**src/design/nrth_pkg.sv**
```systemverilog
// ============================================================================
// nrth_pkg
// Shared widths, operand codes and the multiply sequence of the ray/triangle
// hit core.
// ============================================================================
`default_nettype none

package nrth_pkg;

    localparam int COORD_W  = 32;
    localparam int FRAC_W   = 16;
    localparam int EDGE_W   = COORD_W + 1;
    localparam int WIDE_W   = 52;
    localparam int XMAG_W   = WIDE_W - 1;
    localparam int YLO_W    = 17;
    localparam int YHI_W    = EDGE_W - YLO_W;
    localparam int PACC_W   = XMAG_W + YHI_W;
    localparam int PROD_W   = XMAG_W + EDGE_W;
    localparam int PSH_W    = PROD_W - FRAC_W;
    localparam int CLAMP_W  = 60;
    localparam int ACC_W    = 64;
    localparam int DIST_W   = 31;
    localparam int BEST_W   = 32;
    localparam int QINT_W   = DIST_W - FRAC_W;
    localparam int N_STEPS  = 24;
    localparam int STEP_W   = 5;
    localparam int DIVC_W   = 5;
    localparam int N_REGS   = 6;
    localparam int ADDR_W   = 5;
    localparam int DATA_W   = 32;

    typedef enum logic [3:0] {
        X_D0, X_D1, X_D2, X_S0, X_S1, X_S2,
        X_H0, X_H1, X_H2, X_Q0, X_Q1, X_Q2
    } t_xsel;

    typedef enum logic [3:0] {
        Y_D0, Y_D1, Y_D2, Y_E1_0, Y_E1_1, Y_E1_2,
        Y_E2_0, Y_E2_1, Y_E2_2, Y_S0, Y_S1, Y_S2
    } t_ysel;

    typedef enum logic [3:0] {
        DST_NONE, DST_H0, DST_H1, DST_H2, DST_Q0, DST_Q1, DST_Q2,
        DST_DET, DST_NU, DST_NV, DST_NT
    } t_dst;

    typedef struct packed {
        t_xsel x;
        t_ysel y;
        logic  sub;
        logic  first;
        t_dst  dst;
    } t_uop;

    typedef struct packed {
        logic              load;
        logic              mul_hi;
        logic              mul_lo;
        logic              acc;
        logic              flip;
        logic              div_init;
        logic              div_step;
        logic              sat;
        logic              update;
        logic              emit;
        logic [STEP_W-1:0] step;
    } t_dp_cmd;

    typedef struct packed {
        logic pass;
        logic ovf;
        logic last;
    } t_dp_stat;

    function automatic t_uop f_uop(input logic [STEP_W-1:0] step);
        t_uop u;
        u = '{x: X_D0, y: Y_D0, sub: 1'b0, first: 1'b0, dst: DST_NONE};
        case (step)
            5'd0:  u = '{X_D1, Y_E2_2, 1'b0, 1'b1, DST_NONE};
            5'd1:  u = '{X_D2, Y_E2_1, 1'b1, 1'b0, DST_H0};
            5'd2:  u = '{X_D2, Y_E2_0, 1'b0, 1'b1, DST_NONE};
            5'd3:  u = '{X_D0, Y_E2_2, 1'b1, 1'b0, DST_H1};
            5'd4:  u = '{X_D0, Y_E2_1, 1'b0, 1'b1, DST_NONE};
            5'd5:  u = '{X_D1, Y_E2_0, 1'b1, 1'b0, DST_H2};
            5'd6:  u = '{X_H0, Y_E1_0, 1'b0, 1'b1, DST_NONE};
            5'd7:  u = '{X_H1, Y_E1_1, 1'b0, 1'b0, DST_NONE};
            5'd8:  u = '{X_H2, Y_E1_2, 1'b0, 1'b0, DST_DET};
            5'd9:  u = '{X_H0, Y_S0,   1'b0, 1'b1, DST_NONE};
            5'd10: u = '{X_H1, Y_S1,   1'b0, 1'b0, DST_NONE};
            5'd11: u = '{X_H2, Y_S2,   1'b0, 1'b0, DST_NU};
            5'd12: u = '{X_S1, Y_E1_2, 1'b0, 1'b1, DST_NONE};
            5'd13: u = '{X_S2, Y_E1_1, 1'b1, 1'b0, DST_Q0};
            5'd14: u = '{X_S2, Y_E1_0, 1'b0, 1'b1, DST_NONE};
            5'd15: u = '{X_S0, Y_E1_2, 1'b1, 1'b0, DST_Q1};
            5'd16: u = '{X_S0, Y_E1_1, 1'b0, 1'b1, DST_NONE};
            5'd17: u = '{X_S1, Y_E1_0, 1'b1, 1'b0, DST_Q2};
            5'd18: u = '{X_Q0, Y_D0,   1'b0, 1'b1, DST_NONE};
            5'd19: u = '{X_Q1, Y_D1,   1'b0, 1'b0, DST_NONE};
            5'd20: u = '{X_Q2, Y_D2,   1'b0, 1'b0, DST_NV};
            5'd21: u = '{X_Q0, Y_E2_0, 1'b0, 1'b1, DST_NONE};
            5'd22: u = '{X_Q1, Y_E2_1, 1'b0, 1'b0, DST_NONE};
            5'd23: u = '{X_Q2, Y_E2_2, 1'b0, 1'b0, DST_NT};
            default: u = '{X_D0, Y_D0, 1'b0, 1'b0, DST_NONE};
        endcase
        return u;
    endfunction

endpackage

`default_nettype wire

```
**src/design/nrth_ctrl.sv**
```systemverilog
// ============================================================================
// nrth_ctrl
// Sequencer: input/output handshakes, multiply steps, test and divide
// phases, result hand-off.
// ============================================================================
`default_nettype none

module nrth_ctrl import nrth_pkg::*; (
    input  wire       i_clk,
    input  wire       i_rst_n,
    input  wire       i_valid,
    output logic      o_ready,
    output logic      o_valid,
    input  wire       i_ready,
    output t_dp_cmd   o_cmd,
    input  wire t_dp_stat i_stat
);

    typedef enum logic [3:0] {
        S_IDLE, S_MUL_HI, S_MUL_LO, S_ACC, S_FLIP, S_CHECK, S_DIV, S_UPD, S_FIN
    } t_state;

    t_state              r_state, n_state;
    logic [STEP_W-1:0]   r_step, n_step;
    logic [DIVC_W-1:0]   r_divc, n_divc;
    logic                r_out_valid, n_out_valid;
    logic                emit_ok;

    assign o_ready = (r_state == S_IDLE);
    assign o_valid = r_out_valid;
    assign emit_ok = !r_out_valid || i_ready;

    always_comb begin
        n_state     = r_state;
        n_step      = r_step;
        n_divc      = r_divc;
        n_out_valid = r_out_valid && !i_ready;
        o_cmd       = '0;
        o_cmd.step  = r_step;
        case (r_state)
            S_IDLE: begin
                if (i_valid) begin
                    o_cmd.load = 1'b1;
                    n_step     = '0;
                    n_state    = S_MUL_HI;
                end
            end
            S_MUL_HI: begin
                o_cmd.mul_hi = 1'b1;
                n_state      = S_MUL_LO;
            end
            S_MUL_LO: begin
                o_cmd.mul_lo = 1'b1;
                n_state      = S_ACC;
            end
            S_ACC: begin
                o_cmd.acc = 1'b1;
                if (r_step == STEP_W'(N_STEPS - 1)) begin
                    n_state = S_FLIP;
                end else begin
                    n_step  = r_step + 1'b1;
                    n_state = S_MUL_HI;
                end
            end
            S_FLIP: begin
                o_cmd.flip = 1'b1;
                n_state    = S_CHECK;
            end
            S_CHECK: begin
                if (!i_stat.pass) begin
                    n_state = S_FIN;
                end else if (i_stat.ovf) begin
                    o_cmd.sat = 1'b1;
                    n_state   = S_UPD;
                end else begin
                    o_cmd.div_init = 1'b1;
                    n_divc         = '0;
                    n_state        = S_DIV;
                end
            end
            S_DIV: begin
                o_cmd.div_step = 1'b1;
                n_divc         = r_divc + 1'b1;
                if (r_divc == DIVC_W'(DIST_W - 1)) begin
                    n_state = S_UPD;
                end
            end
            S_UPD: begin
                o_cmd.update = 1'b1;
                n_state      = S_FIN;
            end
            S_FIN: begin
                if (!i_stat.last) begin
                    n_state = S_IDLE;
                end else if (emit_ok) begin
                    o_cmd.emit  = 1'b1;
                    n_out_valid = 1'b1;
                    n_state     = S_IDLE;
                end
            end
            default: n_state = S_IDLE;
        endcase
    end

    always_ff @(posedge i_clk) begin
        if (!i_rst_n) begin
            r_state     <= S_IDLE;
            r_step      <= '0;
            r_divc      <= '0;
            r_out_valid <= 1'b0;
        end else begin
            r_state     <= n_state;
            r_step      <= n_step;
            r_divc      <= n_divc;
            r_out_valid <= n_out_valid;
        end
    end

    a_step_range: assert property (@(posedge i_clk) disable iff (!i_rst_n)
        (r_state == S_MUL_HI || r_state == S_MUL_LO || r_state == S_ACC)
        |-> (r_step < STEP_W'(N_STEPS)))
        else $error("multiply step out of range");

    a_emit_slot: assert property (@(posedge i_clk) disable iff (!i_rst_n)
        o_cmd.emit |-> (!r_out_valid || i_ready))
        else $error("result overwritten while pending");

    a_emit_valid: assert property (@(posedge i_clk) disable iff (!i_rst_n)
        o_cmd.emit |=> r_out_valid)
        else $error("emitted result not presented");

    a_accept_start: assert property (@(posedge i_clk) disable iff (!i_rst_n)
        (i_valid && o_ready) |=> (r_state == S_MUL_HI && r_step == '0))
        else $error("accepted transaction did not start sequence");

endmodule

`default_nettype wire

```
**config.mk**
```make
export PLATFORM = sky130hd
export DESIGN_NAME = nrth_ctrl
export DESIGN_NICKNAME = d
export VERILOG_FILES = /design/src/design/nrth_pkg.sv /design/src/design/nrth_ctrl.sv
export SDC_FILE = /design/constraint.sdc
export NUM_CORES = 1
export LEC_CHECK = 0
export ABC_CLOCK_PERIOD_IN_PS = 2850
export BUFFER_PORTS_ARGS = -buffer_cell sky130_fd_sc_hd__buf_2
export CAP_MARGIN = 10
export CORE_AREA = 2 2 44 46
export DETAILED_ROUTE_END_ITERATION = 8
export DIE_AREA = 0 0 46 48
export GPL_ROUTABILITY_DRIVEN = 1
export PLACE_DENSITY = 0.81
export SETUP_SLACK_MARGIN = 0.1
export SLEW_MARGIN = 20
export SYNTH_ARGS = -nofsm -noshare
export SYNTH_HDL_FRONTEND = slang
export SYNTH_SLANG_ARGS = --single-unit
```
**constraint.sdc**
```tcl
create_clock -name i_clk -period 2.85 [get_ports i_clk]
set_input_delay 0 -clock i_clk [delete_from_list [all_inputs] [get_ports i_clk]]
set_output_delay 0 -clock i_clk [all_outputs]
set_load 0.01 [all_outputs]
```
# Word level (Yosys, flattened, before mapping)
# Cells that the tools add are included.
[totals]
ff_bits = 15
latchBits = 0
mem_bits_rw = 0
rom_bits = 0
inputBits = 7
output_inout_bits = 17
elab_cells = 66
memories = 0
[op_classes]
add_sub_neg = 2
n_mul = 0
n_div = 0
order_cmp = 0
n_eq_ne = 16
n_shift = 0
n_mux = 34
n_bitwise = 0
n_reduce_logical = 10
[ops]
columns = ["op", "n"]
rows = [
  ["$pmux 4 s9", 1],
  ["$mux 1", 21],
  ["$mux 4", 5],
  ["$mux 5", 4],
  ["$pmux 5 s2", 2],
  ["$eq 4x3->1 const B", 4],
  ["$add 5x1->5 const B", 2],
  ["$eq 5x5->1 const B", 2],
  ["$ne 2x2->1 const B", 5],
  ["$reduce_and 3->1", 3],
  ["$eq 4x2->1 const B", 2],
  ["$eq 4x1->1 const B", 1],
  ["$eq 4x4->1 const B", 1],
  ["$logic_not 4->1", 1],
  ["$reduce_bool 2->1", 2],
  ["$mux 3", 1],
  ["$ne 3x3->1 const B", 1],
  ["$logic_not 1->1", 2],
  ["$logic_and 1x1->1", 1],
  ["$logic_or 1x1->1", 1],
]

# Logic depth before layout (Yosys ltp)
# Gate-level depths: netlist of run 1.
[depth]
word_depth = 5
ltp_mapped = 5
ltp_nobuf = 5

# Least setup slack after synthesis of run 1
# OpenSTA, ideal clock, no wires.
[synth_path]
path_kind = "register to register"
startpoint = "register r_state[2]"
endpoint = "register r_step[3]"
arrival_ns = 1.479
required_time_ns = 2.780
path_slack_ns = 1.301
stages_incl_launch_ff = 5
period_less_slack_ns = 1.549
cell_sequence = "dfxtp_1 -> nor4_2 -> a22oi_1 -> or3_1 -> a21oi_1"
[synth_via]
elab_chain_cells = 3
elab_cells_between_ends = 7
cone_classes = "eq/ne: 3; mux: 1; reduce/logical: 3"
[synth_rtl]
columns = ["item", "line", "rtl"]
rows = [
  ["from (decl)", "nrth_ctrl.sv:23", "t_state r_state, n_state;"],
  ["from (signal assigned)", "nrth_ctrl.sv:112", "r_state <= n_state;"],
  ["$logic_not 4->1 *", "--", ""],
  ["net o_ready", "nrth_ctrl.sv:12", "output logic o_ready,"],
  ["$ne 2x2->1 (no source line) or $reduce_bool 2->1 (tied branches)", "--", ""],
  ["$reduce_and 3->1 (no source line)", "--", ""],
  ["to (signal assigned)", "nrth_ctrl.sv:113", "r_step <= n_step;"],
  ["to (decl)", "nrth_ctrl.sv:24", "logic [STEP_W-1:0] r_step, n_step;"],
]
# Mark *: on every way through the listed nets, which the timed path passes. The rest lies on a longest branch.
# A chain may end at the register's enable or synchronous reset.

==> results of run 1 <==
[layout make-up]
type                            instances  area [um2]
Multi-Input combinational cell         82         553
Timing Repair Buffer                   23         115
Fill cell                             149         651
Tap cell                               17        21.3
Sequential cell                        15         300
Clock buffer                            4        26.3
Inverter                                6        22.5
[synthesized netlist by cell type, types with 2 or more instances]
cell	number	share of area
nor3_1	3	0.017
nor2b_1	5	0.035
nand2_1	7	0.029
and4bb_2	3	0.042
nor2_1	10	0.042
nand2b_1	6	0.042
xor2_1	3	0.029
clkbuf_1	2	0.0084
inv_1	6	0.025
dfxtp_1	15	0.34
o211ai_1	3	0.025
ha_1	3	0.042
buf_2	2	0.011
o21ai_0	4	0.022
a21oi_1	9	0.050
nor4b_1	2	0.020
nand3_1	3	0.017
or3_1	2	0.014
[critical path, delay by kind of cell (launching register included)]
kind,cells,cell delay [ns]
buffers and inverters,2,0.18
AND/OR/NAND/NOR,3,0.92
flip-flops,1,0.64
[through the flow]
step	hold slack (ns)	cells
final	0.0335	147
after global routing	0.0370	147
after CTS	0.0439	147
after detailed placement	0.271	143
after global placement	0.272	143
after floorplan	0.0475	107
[worst min-delay path by stage]
| stage | to | startpoint | slack [ns] | cells past startpoint |
|---|---|---|---|---|
| floorplan | o_cmd[9] | i_stat[1] | 0.05 | 1 |
| global placement | o_cmd[9] | i_stat[1] | 0.27 | 3 |
| detailed placement | o_cmd[9] | i_stat[1] | 0.27 | 3 |
| CTS | o_valid | i_ready | 0.04 | 3 |
| global route | o_valid | i_ready | 0.04 | 3 |
| finish | o_valid | i_ready | 0.03 | 3 |
[cell families (layout without fill, tap and decap cells)]
group,count (synthesis),after routing,share of synthesized area
buf+inv,10,33,0.0448
simple gates,53,53,0.367
compound gates,22,22,0.171
flops,15,15,0.336
xor+xnor,4,4,0.0392
fa+ha+maj,3,3,0.0420
[registers in the layout (all words and copies together) (netlist names)]
| name | flops |
|---|---|
| r_divc | 5 |
| r_step | 5 |
| r_state | 4 |
| o_valid | 1 |
[where the power goes]
part	leakage, nW	switching, W	internal [W]
Clock	0.0150	0.0000664	0.0000542
Combinational	0.298	0.0000318	0.0000258
Sequential	0.121	0.0000124	0.000213
[routing by layer]
metal  up-vias  GRT usage
li1        429          -
met1       378      0.255
met2        23      0.300
met3         2     0.0340
met4         0     0.0686
met5         -          0
==> results.toml, run 1 <==
[status]
status = "completed"

[floorplan]
fp-row-count = 15
die-area_um2 = 2210
die_h_um = 48
io_pins = 24
initial_utilization = 0.529
core_um2 = 1690
die_x_um = 46

[placed_design]
portBuffers = 23
dp_hpwl_mm = 1.44
place_congestion = 0.824
pre_cts_ws_ns = 1.02
placed_area_um2 = 1010

[global_route]
grt_max_degree = 17
grt_pass1_wl_mm = 3.01
grt_pass1_vias = 700
track_usage = 0.188
antenna_found_initial = 0
grt_overflow = 0

[power]
p_leak_nw = 0.434
irDropWorstVdd_mv = 0.207
p_per_area_nw_per_um2 = 389
power.total_w = 0.000404

[critical_path]
rr_endpoint = "r_state[0]"
worstSetupPathType = "reg2out"
reg2reg_depth = 4
crit_end = "o_cmd[7]"
r2r_setup_slack_ns = 0.98
crit-reg2reg-launch = "r_state[0]"
startpoint = "r_state[0]"
crit_path_start_kind = "register"
path_cells = "nand2_2, or4b_4, or2_1, inv_1, buf_2"
cp_slowest_stage_delay_ns = 0.64
crit_path_top_delay_cell = "dfxtp_1"
worstSetupEndpointType = "output pin"
arrival_ns = 2.01
required_ns = 2.85
cp_max_fo = 16

[finish]
syn_to_final_growth_pct = 16.2
layout_common_cells = "buf_2, dfxtp_1, nor2_1"
fin_area_um2 = 1040
drive_gt1_frac = 0.269
n_antenna_cell = 0
fin_util = 0.615
layout_commonest_cell = "buf_2"
nets = 141

[timing]
worst_slew_pin_slew_ns = 0.490
fin_crit_ns = 2.01
fmax_mhz = 497
skew_ns = 0.00340
period_share = 0.706
report.final.slew_viol_count = 0
timing.slew.headroom = 0.673
rsz0062_at_grt = "no"
fin_ws_ns = 0.838
hold_violations = 0
setup_tns_ns = 0
finalSetupViolations = 0

[detailed_routing]
wl_mm = 1.92
wl_met3_um = 94
final_antenna_net_count = 0
drt-wirelength-per-cell_um = 13.0
wl_met1_um = 933
dr.first_iter.drc_count = 17
drc = 0
dr_wl_met2_um = 874
drt-vias-per-instance = 5.66
top_layer = "met4"
vias = 832
firstDrtPassIters = 4

[hold_path]
min_path_type = "in2reg"

[cts]
cts.sinks = 15
root_buffer = "clkbuf_4"
cts_tree = "done"
cts.path.max_buffers = 2
clk_pin_slew_ns = 0.09
post_cts_buffers = 0
cts_max_level = 1
clk_latency_ns = 0.28
cts_resized = 0
postCtsHoldBufs = 0
numCtsBuffers = 3

[synthesis]
syn-instance-count = 107
syn_nets = 117
async_flop_share = 0
ys_warn_count = 0
avgSynthCellArea_um2 = 8.35
synth_flop_cell = "dfxtp_1"
synth_seq_area_share = 0.336
synth_cell_types = 37
syn_area_um2 = 893
synth.ff_latch_count = 15
synth_edf_count = 0

[run]
cap_violations = 0
(Power assumes the default switching activity.)
==> inputs of run 2 (changes only) <==
- ABC_CLOCK_PERIOD_IN_PS: 2850 -> 1960
- CORE_AREA: 2 2 44 46 -> 2 2 46 48
- DIE_AREA: 0 0 46 48 -> 0 0 48 50
- PLACE_DENSITY: 0.81 -> 0.75
- clock period: 2.85 -> 1.96 ns (I/O delays scaled with it)
==> results.toml, run 2 (synthesis results as in run 1) <==
[detailed_routing]
firstDrtPassIters = 3
dr.first_iter.drc_count = 9
vias = 845
final_antenna_net_count = 0
drc = 0
drt-vias-per-instance = 5.31
wl_mm = 2.03
drt-wirelength-per-cell_um = 12.8

[finish]
nets = 143
layout_commonest_cell = "buf_2"
n_antenna_cell = 0
fin_util = 0.562
syn_to_final_growth_pct = 19.6
fillers = 198
layoutNonFillerInstCount = 159
reg.largest.list = "r_divc: 5 flops, r_step: 5 flops, r_state: 4 flops"
drive_gt1_frac = 0.295
layout_common_cells = "buf_2, dfxtp_1, nor2_1"

[floorplan]
io_pins = 24
die_h_um = 50
initial_utilization = 0.470
die_x_um = 48
fp-row-count = 16
die-area_um2 = 2400
core_um2 = 1900

[critical_path]
r2r_setup_slack_ns = 0.28
reg2reg_depth = 5
required_ns = 1.96
cp_max_fo = 9
crit-reg2reg-launch = "r_state[2]"
arrival_ns = 1.78
rr_endpoint = "r_step[3]"
crit_path_start_kind = "register"
worstSetupPathType = "reg2out"
worstSetupEndpointType = "output pin"

[global_route]
antenna_found_initial = 0
grt_pass1_vias = 737
grt_overflow = 0
grt_max_degree = 16
track_usage = 0.187
grt_pass1_wl_mm = 3.28

[hold_path]
min_path_cells = 3
holdPathEnd = "o_valid"
min_from = "i_ready"
min_path_type = "in2reg"

[cts]
root_buffer = "clkbuf_4"
clk_latency_ns = 0.29
clk_pin_slew_ns = 0.10
cts.sinks = 15
numCtsBuffers = 3
cts.path.max_buffers = 2
cts_max_level = 1
cts_tree = "done"
post_cts_buffers = 0

[run]
cap_violations = 0

[timing]
finalSetupViolations = 0
timing.slew.headroom = 0.701
worst_slew_pin_slew_ns = 0.448
setup_tns_ns = 0
fmax_mhz = 561
fin_crit_ns = 1.78
hold_violations = 0
rsz0062_at_grt = "no"
report.final.slew_viol_count = 0
period_share = 0.909
skew_ns = 0.0149

[placed_design]
portBuffers = 23
place_congestion = 0.784
dp.cells = 155
dp_hpwl_mm = 1.53

[power]
irDropWorstVdd_mv = 0.428
p_leak_nw = 0.445
p_per_area_nw_per_um2 = 564

[status]
status = "completed"
## run 2: layout make-up
| cell class | count | area [um2] | area share |
|---|---|---|---|
| flip-flops and latches | 15 | 303 | 0.283 |
| well taps | 27 | 33.8 | 0.0316 |
| multi-input cells | 82 | 553 | 0.518 |
| clock buffers | 4 | 26.3 | 0.0246 |
| inverters | 6 | 22.5 | 0.0211 |
| repair buffers | 25 | 130 | 0.122 |
## run 2: layer usage
metal  vias to the layer above  wire length [um]  share of wire  GRT usage
met4                         0                25          0.012     0.0676
met1                       391               959           0.47      0.256
met3                         4                74          0.036     0.0330
li1                        435                 -              -          -
met5                         -                 0              0          0
met2                        15               974           0.48      0.287
## run 2: how the worst max path moves through the flow
| stage | startpoint | endpoint | slack, ns | depth (start not counted) |
|---|---|---|---|---|
| 3_3_place_gp | r_state[2] | r_step[3] | 0.28 | 5 |
| 2_1_floorplan | r_state[2] | r_step[3] | 0.41 | 4 |
| 4_1_cts | r_state[1] | o_cmd[7] | 0.18 | 4 |
| 3_5_place_dp | r_state[2] | r_step[3] | 0.27 | 5 |
| 6_report | r_state[0] | o_cmd[7] | 0.18 | 5 |
| 5_1_grt | r_state[0] | o_cmd[7] | 0.12 | 5 |
## run 2: where the power goes
part / internal [W] / switching (W) / total, W
Sequential: 0.000311 / 0.0000157 / 0.000327
Combinational: 0.0000404 / 0.0000494 / 0.0000898
Clock: 0.0000791 / 0.000106 / 0.000186
## run 2: worst max-delay path: stages (launching register included)
cell and delay (ns):
dfxtp_2 0.44, nand2_2 0.09, or4b_4 0.53, or2_1 0.25
inv_1 0.07, buf_2 0.12
## run 2: stage by stage
stage / setup slack [ns] / power [W] / instance area [um2] / hold slack (ns)
final: 0.178 / 0.000602 / 1070 / 0.0457
after global routing: 0.115 / 0.000633 / 1070 / 0.0625
after CTS: 0.180 / 0.000600 / 1070 / 0.0410
after detailed placement: 0.273 / 0.000421 / 1040 / 0.283
after global placement: 0.282 / 0.000419 / 1040 / 0.285
after floorplan: 0.411 / 0.000388 / 893 / 0.0475
## run 2: timing repair
item | 4_1_cts | 5_1_grt
gates resized for setup | 1 | 1
hold buffers | 0 | 0
setup endpoints to repair | 1 | 1
